[src/hdl/bcdcal_pkg.sv]
// Types, field codes and BCD helpers for the BCD calendar field bump block.
// No dependencies; used by bcdcal_bump and bcd_calendar_field_bump_top.
package bcdcal_pkg;

  localparam int unsigned NumFields = 6;

  typedef logic [7:0] byte_t;
  typedef byte_t [NumFields-1:0] store_t;

  typedef enum logic [2:0] {
    FLD_MINUTE  = 3'd0,
    FLD_HOUR    = 3'd1,
    FLD_DATE    = 3'd2,
    FLD_MONTH   = 3'd3,
    FLD_WEEKDAY = 3'd4,
    FLD_YEAR    = 3'd5
  } field_e;

  typedef enum logic {
    KIND_LOAD = 1'b0,
    KIND_BUMP = 1'b1
  } kind_e;

  localparam byte_t PmBit    = 8'h20;
  localparam byte_t H12Bit   = 8'h40;
  localparam byte_t MonFlag  = 8'h80;
  localparam byte_t HourMask = 8'h1f;
  localparam byte_t DateMask = 8'h3f;
  localparam byte_t StHrMask = 8'h3f;

  // Result of one item: store write enable, field code and the two output bytes.
  typedef struct packed {
    logic       we;
    logic [2:0] field;
    byte_t      written;
    byte_t      stored;
  } bump_res_t;

  // Face-value decode: 10*hi + lo, at most 165.
  function automatic byte_t from_bcd(input byte_t v);
    byte_t hi;
    hi = {4'd0, v[7:4]};
    return (hi << 3) + (hi << 1) + {4'd0, v[3:0]};
  endfunction

  // Binary to BCD, high digit truncated to a nibble. Divide by ten via
  // reciprocal multiply (exact for all 8-bit inputs).
  function automatic byte_t to_bcd(input byte_t v);
    logic [15:0] p;
    byte_t       q;
    byte_t       r;
    p = {8'd0, v} * 16'd205;
    q = {3'd0, p[15:11]};
    r = v - ((q << 3) + (q << 1));
    return {q[3:0], r[3:0]};
  endfunction

  // Days in month for months other than February; zero for February and for no month.
  function automatic byte_t month_days(input byte_t m);
    byte_t len;
    unique case (m)
      8'd1, 8'd3, 8'd5, 8'd7, 8'd8, 8'd10, 8'd12: len = 8'd31;
      8'd4, 8'd6, 8'd9, 8'd11:                    len = 8'd30;
      default:                                    len = 8'd0;
    endcase
    return len;
  endfunction

endpackage

[src/hdl/bcd_calendar_field_bump_top.sv]
// BCD calendar field bump: six-field local time store with load/increment.
// Each item passes through the input register and then the result register.
// Throughput: one item per cycle while m_axis_tready_i is not holding the result;
// the store update is one short BCD compare and wrap between the input register
// and the result register.
// Reset (rst_ni low, async): all six time fields cleared to zero, both stages empty.
// Depends on bcdcal_pkg and bcdcal_bump.
module bcd_calendar_field_bump_top (
  input  logic        clk_i,
  input  logic        rst_ni,
  // input stream
  input  logic        s_axis_tvalid_i,
  output logic        s_axis_tready_o,
  input  logic [15:0] s_axis_tdata_i,  // [2:0] field, [10:3] value, [15:11] zero
  input  logic        s_axis_tuser_i,  // [0] kind: 0 load, 1 increment
  // result stream
  output logic        m_axis_tvalid_o,
  input  logic        m_axis_tready_i,
  output logic [23:0] m_axis_tdata_o   // [2:0] field_out, [10:3] written_byte,
                                       // [18:11] stored_byte, [23:19] zero
);

  // input stage
  logic                  in_vld_q, in_vld_d;
  logic                  in_kind_q;
  logic [2:0]            in_field_q;
  bcdcal_pkg::byte_t     in_value_q;

  // result stage
  logic                  out_vld_q, out_vld_d;
  logic [23:0]           out_data_q;

  // local time store
  bcdcal_pkg::store_t    store_q;

  bcdcal_pkg::bump_res_t res;
  logic                  in_xfer;
  logic                  advance;

  // Item leaves the input stage when the result register is free or draining.
  assign advance         = in_vld_q && (!out_vld_q || m_axis_tready_i);
  assign s_axis_tready_o = !in_vld_q || advance;
  assign in_xfer         = s_axis_tvalid_i && s_axis_tready_o;

  assign m_axis_tvalid_o = out_vld_q;
  assign m_axis_tdata_o  = out_data_q;

  always_comb begin
    if (in_xfer) begin
      in_vld_d = 1'b1;
    end else if (advance) begin
      in_vld_d = 1'b0;
    end else begin
      in_vld_d = in_vld_q;
    end

    if (advance) begin
      out_vld_d = 1'b1;
    end else if (m_axis_tready_i) begin
      out_vld_d = 1'b0;
    end else begin
      out_vld_d = out_vld_q;
    end
  end

  // Field logic reads the store as left by the previous item.
  bcdcal_bump u_bump (
    .kind_i  (in_kind_q),
    .field_i (in_field_q),
    .value_i (in_value_q),
    .store_i (store_q),
    .res_o   (res)
  );

  always_ff @(posedge clk_i or negedge rst_ni) begin
    if (!rst_ni) begin
      in_vld_q  <= 1'b0;
      out_vld_q <= 1'b0;
      store_q   <= '0;
    end else begin
      in_vld_q  <= in_vld_d;
      out_vld_q <= out_vld_d;
      if (advance && res.we) begin
        store_q[res.field] <= res.stored;
      end
    end
  end

  // payload registers, no reset
  always_ff @(posedge clk_i) begin
    if (in_xfer) begin
      in_kind_q  <= s_axis_tuser_i;
      in_field_q <= s_axis_tdata_i[2:0];
      in_value_q <= s_axis_tdata_i[10:3];
    end
    if (advance) begin
      out_data_q <= {5'd0, res.stored, res.written, res.field};
    end
  end

endmodule

[src/hdl/bcdcal_bump.sv]
// Combinational load/increment of one BCD time field.
// Depends on bcdcal_pkg (store_t, field codes, BCD helpers).
module bcdcal_bump (
  input  logic                kind_i,
  input  logic [2:0]          field_i,
  input  bcdcal_pkg::byte_t   value_i,
  input  bcdcal_pkg::store_t  store_i,
  output bcdcal_pkg::bump_res_t res_o
);

  bcdcal_pkg::byte_t min_lo, min_hi;
  bcdcal_pkg::byte_t hr, hr_pm, hr_wr;
  bcdcal_pkg::byte_t yr_dec, mon_dec, day, day_len;
  logic              day_wrap;
  bcdcal_pkg::byte_t mon, wday, yr;
  bcdcal_pkg::byte_t wr, st;

  always_comb begin
    // minute: digit carry, tens wrap above 5
    min_lo = {4'd0, store_i[bcdcal_pkg::FLD_MINUTE][3:0]} + 8'd1;
    min_hi = {store_i[bcdcal_pkg::FLD_MINUTE][7:4], 4'd0};
    if (min_lo > 8'd9) begin
      min_lo = 8'd0;
      min_hi = min_hi + 8'h10;
      if (min_hi > 8'h50) begin
        min_hi = 8'd0;
      end
    end

    // hour: 12-hour count, PM flips on reaching 12
    hr    = bcdcal_pkg::from_bcd(store_i[bcdcal_pkg::FLD_HOUR] & bcdcal_pkg::HourMask)
            + 8'd1;
    hr_pm = store_i[bcdcal_pkg::FLD_HOUR] & bcdcal_pkg::PmBit;
    if (hr == 8'd12) begin
      hr_pm = hr_pm ^ bcdcal_pkg::PmBit;
    end
    if (hr > 8'd12) begin
      hr = 8'd1;
    end
    hr_wr = bcdcal_pkg::H12Bit | hr_pm | bcdcal_pkg::to_bcd(hr);

    // date: month length, leap February on year mod 4
    yr_dec  = bcdcal_pkg::from_bcd(store_i[bcdcal_pkg::FLD_YEAR]);
    mon_dec = bcdcal_pkg::from_bcd(store_i[bcdcal_pkg::FLD_MONTH] & bcdcal_pkg::HourMask);
    day     = bcdcal_pkg::from_bcd(store_i[bcdcal_pkg::FLD_DATE] & bcdcal_pkg::DateMask)
              + 8'd1;
    day_len = bcdcal_pkg::month_days(mon_dec);
    if (mon_dec == 8'd2) begin
      day_wrap = (yr_dec[1:0] != 2'd0) ? (day == 8'd29) : (day == 8'd30);
    end else if (mon_dec <= 8'd12) begin
      day_wrap = day > day_len;
    end else begin
      day_wrap = 1'b1;
    end
    if (day_wrap) begin
      day = 8'd1;
    end

    // month
    mon = mon_dec + 8'd1;
    if (mon > 8'd12) begin
      mon = 8'd1;
    end

    // weekday: raw count, wraps to 1 above 7; 0xff rolls to 0
    wday = store_i[bcdcal_pkg::FLD_WEEKDAY] + 8'd1;
    if (wday > 8'd7) begin
      wday = 8'd1;
    end

    // year
    yr = yr_dec + 8'd1;
    if (yr == 8'd100) begin
      yr = 8'd0;
    end

    wr = 8'd0;
    st = 8'd0;
    unique case (field_i)
      bcdcal_pkg::FLD_MINUTE: begin
        wr = min_hi | min_lo;
        st = wr;
      end
      bcdcal_pkg::FLD_HOUR: begin
        wr = hr_wr;
        st = hr_wr & bcdcal_pkg::StHrMask;
      end
      bcdcal_pkg::FLD_DATE: begin
        wr = bcdcal_pkg::to_bcd(day);
        st = wr;
      end
      bcdcal_pkg::FLD_MONTH: begin
        wr = bcdcal_pkg::to_bcd(mon) | bcdcal_pkg::MonFlag;
        st = wr;
      end
      bcdcal_pkg::FLD_WEEKDAY: begin
        wr = wday;
        st = wday;
      end
      bcdcal_pkg::FLD_YEAR: begin
        wr = bcdcal_pkg::to_bcd(yr);
        st = wr;
      end
      default: begin
        wr = 8'd0;
        st = 8'd0;
      end
    endcase

    res_o.field = field_i;
    res_o.we    = (field_i <= 3'(bcdcal_pkg::FLD_YEAR));
    if (!res_o.we) begin
      res_o.written = 8'd0;
      res_o.stored  = 8'd0;
    end else if (kind_i == bcdcal_pkg::KIND_LOAD) begin
      res_o.written = 8'd0;
      res_o.stored  = value_i;
    end else begin
      res_o.written = wr;
      res_o.stored  = st;
    end
  end

endmodule
[config.mk]
export PLATFORM = sky130hd
export DESIGN_NAME = bcd_calendar_field_bump_top
export DESIGN_NICKNAME = d
export VERILOG_FILES = /design/src/hdl/bcdcal_pkg.sv /design/src/hdl/bcd_calendar_field_bump_top.sv /design/src/hdl/bcdcal_bump.sv
export SDC_FILE = /design/constraint.sdc
export NUM_CORES = 1
export LEC_CHECK = 0
export ABC_CLOCK_PERIOD_IN_PS = 7500
export BUFFER_PORTS_ARGS = -buffer_cell sky130_fd_sc_hd__buf_4
export CORE_ASPECT_RATIO = 1.25
export CORE_MARGIN = 2
export CORE_UTILIZATION = 50
export DETAILED_ROUTE_END_ITERATION = 8
export PLACE_DENSITY = 0.7
export REMOVE_ABC_BUFFERS = 1
export SYNTH_ARGS = -nofsm -noshare
export SYNTH_HDL_FRONTEND = slang
export SYNTH_SLANG_ARGS = --single-unit
[constraint.sdc]
create_clock -name clk_i -period 7.5 [get_ports clk_i]
set_input_delay 0.375 -clock clk_i [delete_from_list [all_inputs] [get_ports clk_i]]
set_output_delay 0.375 -clock clk_i [all_outputs]
set_load 0.02 [all_outputs]
======== After elaboration in Yosys (flattened, before gate mapping) ========
Memories as Yosys holds them, arrays and structs flattened.
Cells that the tools add are included.
operators by class
  $mul .................................... 4
  magnitude comparators ................... 10
  reduce and logical (&&, ||, !) cells .... 14
  bitwise logic cells ..................... 3
  eq/ne operators ......................... 10
  add/sub/neg operators ................... 23
  multiplexer cells ....................... 24
operator list
  kind                    number
  $mux W8                 12
  $pmux W8 S6             2
  $bwmux W48              1
  $mul A8 B8 Y15 const B  3
  $add A8 B1 Y8 const B   5
  $add A8 B4 Y8           4
  $demux W8 S3            1
  $gt A8 B4 Y1 const B    3
  $add A4 B4 Y4           4
  $eq A8 B5 Y1 const B    2
  $sub A4 B4 Y4           4
  $mul A8 B8 Y14 const B  1
  $add A4 B2 Y5           2
  $add A7 B5 Y8           1
  $add A8 B5 Y8 const B   1
  $eq A8 B2 Y1 const B    1
  $eq A8 B4 Y1 const B    1
  $eq A8 B7 Y1 const B    1
  $gt A8 B3 Y1 const B    1
  $gt A8 B7 Y1 const B    1
  $gt A8 B8 Y1            1
  $le A8 B4 Y1 const B    1
  $or A7 B8 Y8            1
  $or A8 B8 Y8            1
  18 further kinds        33
storage, ports and cells
  word-level logic and storage cells ...... 102
  flip-flop bits (word level) ............. 81
  ROM bits ................................ 80
  input bits .............................. 21
  memories ................................ 1
  output and inout port bits .............. 26
memories
  memory           words  bits a word  rd ports  clocked after Yosys merged registers in  wr ports  line              source
  (no name shown)  16     5            1         0                                        0         bcdcal_pkg.sv:61  unique case (m)

======== Longest topological paths before layout ========
Gate-level depths: netlist of run 1.
  word-level depth ........................ 15
  gate-level depth with buffers ........... 35
  depth with buffers taken out ............ 35

======== Cells and area by module ========
A second synthesis of run 1 with hierarchy kept.
unflattened totals
  cells, all modules ...................... 797
  area total of the unflattened synthesis .. 8509.4 um^2
modules (own cells, without submodules)
  module                       times used  cells an instance  seq. area each (um^2)  area each (um^2)
  bcdcal_bump                  1           645                0.0                    5544.1
  bcd_calendar_field_bump_top  1           152                2182.1                 2965.3

======== Worst setup path after synthesis of run 1 ========
OpenSTA, ideal clock, no wires.
  kind .................................... register to register
  start point ............................. register store_q[43] (netlist bit)
  end point ............................... register store_q[27] (netlist bit)
  period minus slack after synthesis ...... 8.018 ns
  required time ........................... 7.375 ns
  data arrival time ....................... 7.893 ns
  setup time .............................. 0.125 ns
  buffers on the path ..................... 0
  cell stages (with the launch flop) ...... 35
  slack ................................... -0.518 ns
  cell sequence ........................... dfrtp_1 inv_1 fa_1 inv_1 fa_1 xor2_1 and3_1 and3_1 nand3_1 nand2_1 or3_1 nor3b_1 nor2b_1 ha_1 fa_1 fa_1 inv_1 fa_1 inv_1 ha_1 nor3_1 o221ai_1 o221ai_1 xnor2_1 ha_1 and2_1 nor2_1 o211ai_1 nor4b_1 xnor2_1 xnor2_1 a32o_1 a211oi_4 a31oi_4 mux2_4
RTL lines
  element                          line                               source
  start, declared                  bcd_calendar_field_bump_top.sv:34  bcdcal_pkg::store_t store_q;
  start signal, assigned by index  bcd_calendar_field_bump_top.sv:84  store_q[res.field] <= res.stored;

==> metrics.cfg, run 1 <==
[outcome]
status=finished with violations
failed_checks=setup timing

[routing]
post_drt_wl_per_cell_um=16.0
vias=7032
drc=0
first_pass_iters=5
wirelength_um=20500
drt-vias-per-instance=5.47
first_iter_violations=381
ant_nets=0

[die]
die-width_um=120
core_area_um2=16700
pin_count=47
row_count=53
fp.dieArea_um2=18000
fp.dieH_um=150
initial_core_util_pct=50.7

[clock_network]
cts_buffers=9
clock-root-buffer=clkbuf_16
cts_tree=yes
clk_latency_ps=340
h-tree-depth=3
cts_sinks=74
path_clk_slew_ps=60
ctsHoldBuffers=0
clockBufferDepth=2

[synthesis]
synth_area_leaders=ha_1 (27%), dfrtp_1 (13%), edfxtp_1 (11%), fa_1 (6.4%), inv_1 (5.0%)
synth_ff_type=dfrtp_1
ys_seq_area_share_pct=23.7
async_flop_share_pct=58.1
synth_top_area_share_pct=27.5
synthDistinctLibCells=72
synth_top_area_cell=ha_1
yosysWarnings=0
syn_area_per_cell_um2=9.47
ys_ff_latch=74
synth_edf_count=31
syn_inst=894
syn_area_um2=8470

[setup_path]
cp_data_arrival_time_ps=8090
crit_required_ps=7730
crit_path_max_fanout=6
crit_type=flip-flop to flip-flop
crit_path_frequent_cell=inv_2
cpPeakStageDelay_ps=540
reg2regPathDepth=35
crit_slowest_cell=fa_1
crit_path_start_kind=flip-flop
end_kind=flip-flop

[placed_design]
port_buffers=36
place_congestion=0.883
dp_hpwl_um=15900
placed_cells=1243

[cells_and_area]
layout_commonest_cell=ha_1
layout_common_cells=ha_1 (176), buf_4 (153), inv_1 (106), nand2_1 (60), nor2_1 (54)
area_delta_synth_final_pct=24.5
fin_nets=1295
layout.cells.non_filler=1286
drive_above_1_share_pct=25.2
diodes=0

[sta]
finalCritPeriodShare_pct=105
rsz0062_at_grt=yes
tightest_slew_ps=915
setup_violations=14
setup_tns_ps=-2780
clock_skew_ps=6.05
setup_slack_ps=-366
period_needed_ps=7870
fmax_ghz=0.127
hold_viol=0
maxSlewViolCount=0
max_slew_margin_pct=39.0

[global_route]
grt_max_degree=44
grt_pass1_wl_um=33100
grt_pass1_vias=7256
antenna_found_initial=0
grt_overflow=0
grt_usage_pct=23.0

[flow_run]
drv_cap=0

[min_path]
hp-class=input pin to asynchronous set/reset pin

==> flip-flops by register name, indices dropped and copies added (netlist names) <==
register / cells
m_axis_tvalid_o: 1
in_vld_q: 1
in_value_q: 8
in_kind_q: 1
in_field_q: 3
m_axis_tdata_o: 19
store_q: 41
==> cells by family (layout without fill, tap and decap cells) <==
kind of cell	Yosys count	count (layout)	share of synthesized area [%]
adders and majority gates	213	213	33.9
muxes	29	29	4.00
other	2	18	0.0887
xor gates and xnor gates	47	47	4.95
and+or+nand+nor	228	228	13.6
buffers and inverters	128	284	5.91
AOI/OAI and AO/OA	173	173	13.9
DFF	74	74	23.7
==> area by class of cell <==
type / count / area, um^2
repair buffers: 155 / 1170
inverters: 113 / 424
clock inverters: 6 / 40.0
well taps: 220 / 275
fillers: 1381 / 6160
flip-flops and latches: 74 / 2010
multi-input cells: 708 / 6390
clock buffers: 10 / 239
==> final timing paths <==
check	startpoint	to	slack, ps
min	rst_ni	store_q[45]	20
min reg2reg	in_vld_q	m_axis_tvalid_o	510
min in group clk_i	s_axis_tdata_i[9]	in_value_q[6]	210
max reg2reg	store_q[43]	store_q[19]	-370
max	store_q[43]	store_q[19]	-370
max in group asynchronous	rst_ni	store_q[24]	7090
==> synthesized netlist by cell type, drive strengths merged (10+ instances only) <==
master / instances
nor2: 56
xnor2: 29
a21o: 10
o21ai: 40
a31oi: 13
edfxtp: 31
nor2b: 11
a21oi: 47
nand3: 15
dfrtp: 43
nand2b: 12
fa: 27
and2: 12
nand2: 63
inv: 113
mux2: 21
xor2: 18
ha: 186
nor3: 14
==> critical path: cells and delay by family, from the launching register on <==
family,cells,cell delay (ps)
adder cells (fa/ha/maj),8,3160
AO/OA/AOI/OAI,8,1540
AND/OR/NAND/NOR,9,1470
XOR/XNOR,4,680
flip-flops,1,360
multiplexers,1,290
buffers and inverters,5,250
==> stage by stage <==
stage / setup WS [ps] / hold slack, ps / util [%] / area, um^2
after floorplan: -518 / 79.4 / - / 8450
after global placement: -649 / 400 / 58.0 / 9690
after detailed placement: -929 / 404 / 58.0 / 9690
after CTS: -257 / 46.7 / 61.9 / 10300
after global routing: -627 / 72.1 / 63.1 / 10500
final: -366 / 21.7 / 63.1 / 10500
==> what timing repair did <==
item | CTS | global route
endpoints found under the setup margin | 26 | 26
gates resized for setup | 56 | 26
gates cloned | 0 | 0
buffers inserted | 16 | 11
pin swaps | 47 | 39
==> layer usage <==
metal,vias up,track usage (%),wire [um],share of wire (%)
met5,-,0,0,0
met4,0,9.24,700,3.4
met3,47,2.82,698,3.4
met2,146,42.8,10900,53
met1,3367,26.5,8220,40
li1,3472,-,-,-
Power of run 1 is not shown: default switching activity piles up to over one toggle a cycle in this logic, so the estimate is an artifact.
==> run 2: changes to the inputs <==
--- a/config.mk
+++ b/config.mk
@@ -11,7 +11,7 @@
 export CORE_MARGIN = 2
 export CORE_UTILIZATION = 50
 export DETAILED_ROUTE_END_ITERATION = 8
-export PLACE_DENSITY = 0.7
+export PLACE_DENSITY = 0.69
 export REMOVE_ABC_BUFFERS = 1
 export SYNTH_ARGS = -nofsm -noshare
 export SYNTH_HDL_FRONTEND = slang
==> run 2 against run 1 <==
  * The run still ends with setup timing left
  * Register-to-register slack gained 20 ps
  * Non-clock buffer count shrank 5
  * Fmax grew 0.20%
  * Cell count shrank 0.39%
  * Die area is the same
  * Critical path type unchanged
  * Highest routed layer unchanged
==> metrics.cfg, run 2 (same netlist as run 1, synthesis figures left out) <==
[sta]
clock_skew_ps=6.44  ; +0.387 ps
period_needed_ps=7850  ; -15.8 ps
finalCritPeriodShare_pct=105  ; -0.21 points
setup_slack_ps=-350  ; +15.8 ps
tightest_slew_ps=1030  ; +117 ps
maxSlewViolCount=0  ; unchanged
setup_violations=11  ; -3
rsz0062_at_grt=yes
hold_viol=0  ; unchanged
max_slew_margin_pct=31.2  ; -7.8 points
fmax_ghz=0.127  ; +0.20%

[routing]
ant_nets=0  ; unchanged
wirelength_um=20300  ; -1.1%
drc=0  ; unchanged
first_pass_iters=5  ; unchanged
wl_met1_um=8100  ; -1.5%
wl_met2_um=11100  ; +1.3%
top_layer_used=met4
first_iter_violations=395  ; +3.7%
post_drt_wl_per_cell_um=15.9  ; -0.73%
vias=7006  ; -0.37%
drt-vias-per-instance=5.47  ; about the same
wl_met3_um=639  ; -8.5%

[setup_path]
end_kind=flip-flop
crit_slowest_cell=fa_1
reg2regPathDepth=36  ; +2.9%
cpPeakStageDelay_ps=540  ; about the same
crit_required_ps=7720  ; about the same
crit_path_start_kind=flip-flop
crit_path_frequent_cell=fa_1
crit_type=flip-flop to flip-flop
cp_data_arrival_time_ps=8070  ; -20 ps
crit_path_max_fanout=6  ; unchanged

[clock_network]
cts_sinks=74  ; unchanged
clk_latency_ps=340  ; about the same
clock-root-buffer=clkbuf_16
clockBufferDepth=2  ; unchanged
path_clk_slew_ps=60  ; about the same
cts_tree=yes
h-tree-depth=3  ; unchanged
cts_buffers=9  ; unchanged

[global_route]
grt_max_degree=44  ; unchanged
grt_usage_pct=22.7  ; -0.33 points
grt_pass1_vias=6924  ; -4.6%
antenna_found_initial=0  ; unchanged
grt_pass1_wl_um=32600  ; -1.5%
grt_overflow=0  ; unchanged

[die]
pin_count=47  ; unchanged
core_area_um2=16700  ; unchanged
fp.dieArea_um2=18000  ; unchanged
fp.dieH_um=150  ; unchanged
row_count=53  ; unchanged
die-width_um=120  ; unchanged
initial_core_util_pct=50.7  ; unchanged

[cells_and_area]
area_delta_synth_final_pct=24.5  ; about the same
fin_nets=1290  ; -0.39%
fin_util_pct=63.1  ; about the same
top_register=store_q
layout_common_cells=ha_1 (176), buf_4 (148), inv_1 (106), nand2_1 (61), nor2_1 (53)
n_fill_cell=1435  ; +3.9%
layout_commonest_cell=ha_1
largest_register_ffs=41  ; unchanged
diodes=0  ; unchanged
drive_above_1_share_pct=24.2  ; -1.0 points

[placed_design]
pre_cts_ws_ps=-859  ; +70.1 ps
dp_hpwl_um=16000  ; +0.74%
place_congestion=0.906  ; +2.6%
port_buffers=36  ; unchanged

[outcome]
failed_checks=setup timing
status=finished with violations

[flow_run]
drv_cap=0  ; unchanged

[min_path]
hp-class=input pin to asynchronous set/reset pin

[run 2: cell types whose count changed in the layout (fill, tap and decap cells not counted), sizes merged]
cell,change
clkinv,-2
buf,-5
clkinvlp,-1
bufinv,+2
inv,+1
[run 2: per-layer routing]
layer / GRT usage, % / vias to the layer above
met3: 2.59 / 46
li1: - / 3470
met4: 6.80 / 0
met5: 0 / -
met1: 26.3 / 3344
met2: 43.2 / 146
[run 2: final timing paths]
check	from	end	slack, ps
max	store_q[43]	store_q[19]	-350
min	rst_ni	store_q[42]	30
max reg2reg	store_q[43]	store_q[19]	-350
min reg2reg	in_vld_q	m_axis_tvalid_o	500
max in group asynchronous	rst_ni	store_q[28]	7030
min in group clk_i	s_axis_tdata_i[5]	in_value_q[2]	210
[run 2: cell type report]
type                            instances  area [um^2]  area share (%)
Sequential cell                        74         2010            19.1
Clock inverter                          6         97.6           0.926
Tap cell                              220          275            2.61
Multi-Input combinational cell        708         6360            60.4
Timing Repair Buffer                  150         1130            10.8
Inverter                              113          424            4.02
Clock buffer                           10          239            2.27
[run 2: per-stage QoR]
step	cell area, um^2	hold slack, ps	cells	setup TNS (ps)
6_report	10500	31.8	1281	-2560
5_1_grt	10500	69.2	1281	-8280
4_1_cts	10400	59.0	1274	-1190
3_5_place_dp	9670	412	1241	-9220
3_3_place_gp	9670	405	1241	-6480
2_1_floorplan	8450	79.4	895	-3340
[run 2: what timing repair did]
item / 4_1_cts / 5_1_grt
endpoints found under the setup margin: 27 / 28
pin swaps: 47 / 30
hold buffers: 0 / 0
buffers inserted: 17 / 7
resized for setup: 51 / 23
[run 2: critical path: cells and delay by family, from the launching register on]
kind,cells,cell delay (ps)
buf+inv,6,440
flops,1,360
xor+xnor,4,610
mux,1,280
simple gates,11,1670
fa+ha+maj,8,3160
compound gates,6,1210
Power of run 2 is left out for the same reason.
==> run 3: changes to the inputs <==
--- a/config.mk
+++ b/config.mk
@@ -5,14 +5,14 @@
 export SDC_FILE = /design/constraint.sdc
 export NUM_CORES = 1
 export LEC_CHECK = 0
-export ABC_CLOCK_PERIOD_IN_PS = 7500
 export BUFFER_PORTS_ARGS = -buffer_cell sky130_fd_sc_hd__buf_4
 export CORE_ASPECT_RATIO = 1.25
 export CORE_MARGIN = 2
-export CORE_UTILIZATION = 50
+export CORE_UTILIZATION = 25
 export DETAILED_ROUTE_END_ITERATION = 8
-export PLACE_DENSITY = 0.69
+export PLACE_DENSITY = 0.4
 export REMOVE_ABC_BUFFERS = 1
 export SYNTH_ARGS = -nofsm -noshare
 export SYNTH_HDL_FRONTEND = slang
+export SYNTH_HIERARCHICAL = 1
 export SYNTH_SLANG_ARGS = --single-unit
==> run 3 against run 2 <==
  * Setup slack got worse by 850 ps
  * Cell count increased by 9.3%
  * Critical endpoint is now store_q[35]
  * First-iteration DRC count decreased by 42%
  * The flow still finishes with violations (setup timing)
  * Via count decreased by 8.8%
  * Critical path type unchanged
  * Sequential share of layout area decreased by 0.54 points
==> metrics.cfg, run 3 <==
[routing]
first_iter_violations=228  ; -42%
drt-vias-per-instance=4.57  ; -17%
post_drt_wl_per_cell_um=15.7  ; -1.0%
drc=0  ; unchanged
ant_nets=0  ; unchanged
vias=6392  ; -8.8%
wirelength_um=22000  ; +8.2%
first_pass_iters=4  ; -1

[global_route]
grt_overflow=0  ; unchanged
grt_pass1_vias=6621  ; -4.4%
grt_max_degree=44  ; unchanged
grt_usage_pct=13.1  ; -9.6 points
grt_pass1_wl_um=35400  ; +8.6%
antenna_found_initial=0  ; unchanged

[placed_design]
place_area_um2=9990  ; +3.3%
pre_cts_ws_ps=-1970  ; -1110 ps
placed_cells=1367  ; +10%
port_buffers=36  ; unchanged
place_congestion=0.815  ; -10%
dp_hpwl_um=18300  ; +14%

[sta]
max_slew_margin_pct=37.3  ; +6.1 points
period_needed_ps=8700  ; +851 ps
rsz0062_at_grt=yes
hold_viol=0  ; unchanged
finalCritPeriodShare_pct=116  ; +11 points
hold_slack_ps=43.3  ; +11.5 ps
fmax_ghz=0.115  ; -9.8%
setup_slack_ps=-1200  ; -851 ps
clock_skew_ps=6.11  ; -0.334 ps
maxSlewViolCount=0  ; unchanged
setup_violations=49  ; +38
tightest_slew_ps=940  ; -91.8 ps

[setup_path]
crit_required_ps=7730  ; about the same
crit_path_start_kind=flip-flop
end_kind=flip-flop
regToRegStartpoint=store_q[46]
endpoint=store_q[35]
critPathLaunch=store_q[46]
r2r_slack_ps=-1200  ; -850 ps
crit_path_max_fanout=7  ; +1
crit-reg2reg-capture=store_q[35]
cpPeakStageDelay_ps=540  ; about the same
cp_data_arrival_time_ps=8930  ; +860 ps
crit_slowest_cell=fa_1
crit_type=flip-flop to flip-flop
crit_path_frequent_cell=fa_1
reg2regPathDepth=38  ; +5.6%

[cells_and_area]
largest_register_ffs=41  ; unchanged
layout_common_cells=buf_4 (175), ha_1 (166), inv_1 (80), dfrtp_1 (43), nor2_1 (32)
fin_nets=1197  ; -7.2%
layout_commonest_cell=buf_4
area_delta_synth_final_pct=31.3
n_fill_cell=3373  ; +140%
top_register=store_q
layout.cells.non_filler=1400  ; +9.3%
fin_area_um2=10800  ; +2.9%
drive_above_1_share_pct=32.8  ; +8.6 points

[min_path]
hp-class=input pin to asynchronous set/reset pin

[clock_network]
cts_tree=yes
cts_sinks=74  ; unchanged
h-tree-depth=3  ; unchanged
clock-root-buffer=clkbuf_16
cts_buffers=9  ; unchanged
clockBufferDepth=2  ; unchanged
ctsHoldBuffers=0  ; unchanged
clk_latency_ps=350  ; about the same
path_clk_slew_ps=60  ; about the same

[die]
die-width_um=167  ; +38%
row_count=74  ; +40%
initial_core_util_pct=25.3  ; -25 points
core_area_um2=32600  ; +95%
fp.dieH_um=207  ; +39%
fp.dieArea_um2=34500  ; +92%
pin_count=47  ; unchanged

[flow_run]
drv_cap=0  ; unchanged

[outcome]
failed_checks=setup timing
status=finished with violations

[synthesis]
yosysWarnings=6  ; +6
syn_area_um2=8260  ; -2.5%
syn_inst=783  ; -12%
syn_area_per_cell_um2=10.5  ; +11%

-- run 3: cell types whose count changed in the layout (fill, tap and decap cells not counted), sizes merged, moves of 8 or more --
cell / before / now
a21oi: 47 / 23
and3: 7 / 15
buf: 150 / 183
ha: 186 / 172
inv: 115 / 84
mux2: 21 / 42
nand2: 63 / 30
nor2: 56 / 38
o21ai: 40 / 18
xnor2: 29 / 20
-- run 3: stage by stage --
stage | TNS (ps) | utilization, %
2_1_floorplan | -20070 | -
3_3_place_gp | -43370 | 30.7
3_5_place_dp | -51180 | 30.7
4_1_cts | -36820 | 32.5
5_1_grt | -43450 | 33.3
6_report | -24860 | 33.3
-- run 3: layout make-up --
cell class / count / area, um^2 / share of cell area, %
Clock buffer: 10 / 239 / 2.20
Antenna cell: 1 / 2.50 / 0.0231
Inverter: 84 / 315 / 2.91
Tap cell: 418 / 523 / 4.82
Sequential cell: 74 / 2010 / 18.5
Clock inverter: 6 / 80.1 / 0.739
Multi-Input combinational cell: 624 / 6270 / 57.8
Timing Repair Buffer: 183 / 1400 / 12.9
-- run 3: worst min-delay path by stage --
stage	end	slack [ps]	cells after the start
after floorplan	in_vld_q	80	0
after detailed placement	store_q[37]	440	1
after global placement	store_q[37]	440	1
final	store_q[37]	40	1
after global routing	store_q[37]	90	1
after CTS	store_q[37]	60	1
-- run 3: repair_timing --
action,4_1_cts,5_1_grt
buffers inserted,18,11
pin swaps,34,23
setup endpoints to repair,49,49
gates resized for setup,47,43
-- run 3: worst max-delay path, delay by kind of cell, from the launching register on --
kind,cells,cell delay (ps)
buffers and inverters,5,350
muxes,2,530
and+or+nand+nor,9,1620
AOI/OAI and AO/OA,12,2290
xor gates and xnor gates,2,330
adders and majority gates,8,3090
DFF,1,360
-- run 3: layer usage --
layer  GRT usage, %  vias to the layer above  part of all wire (%)
met3           1.30                       24                   1.5
met4           5.59                        0                   3.0
met1           15.7                     3082                    44
li1               -                     3226                     -
met5              0                        -                     0
met2           23.7                       60                    51
Power of run 3 is left out for the same reason.
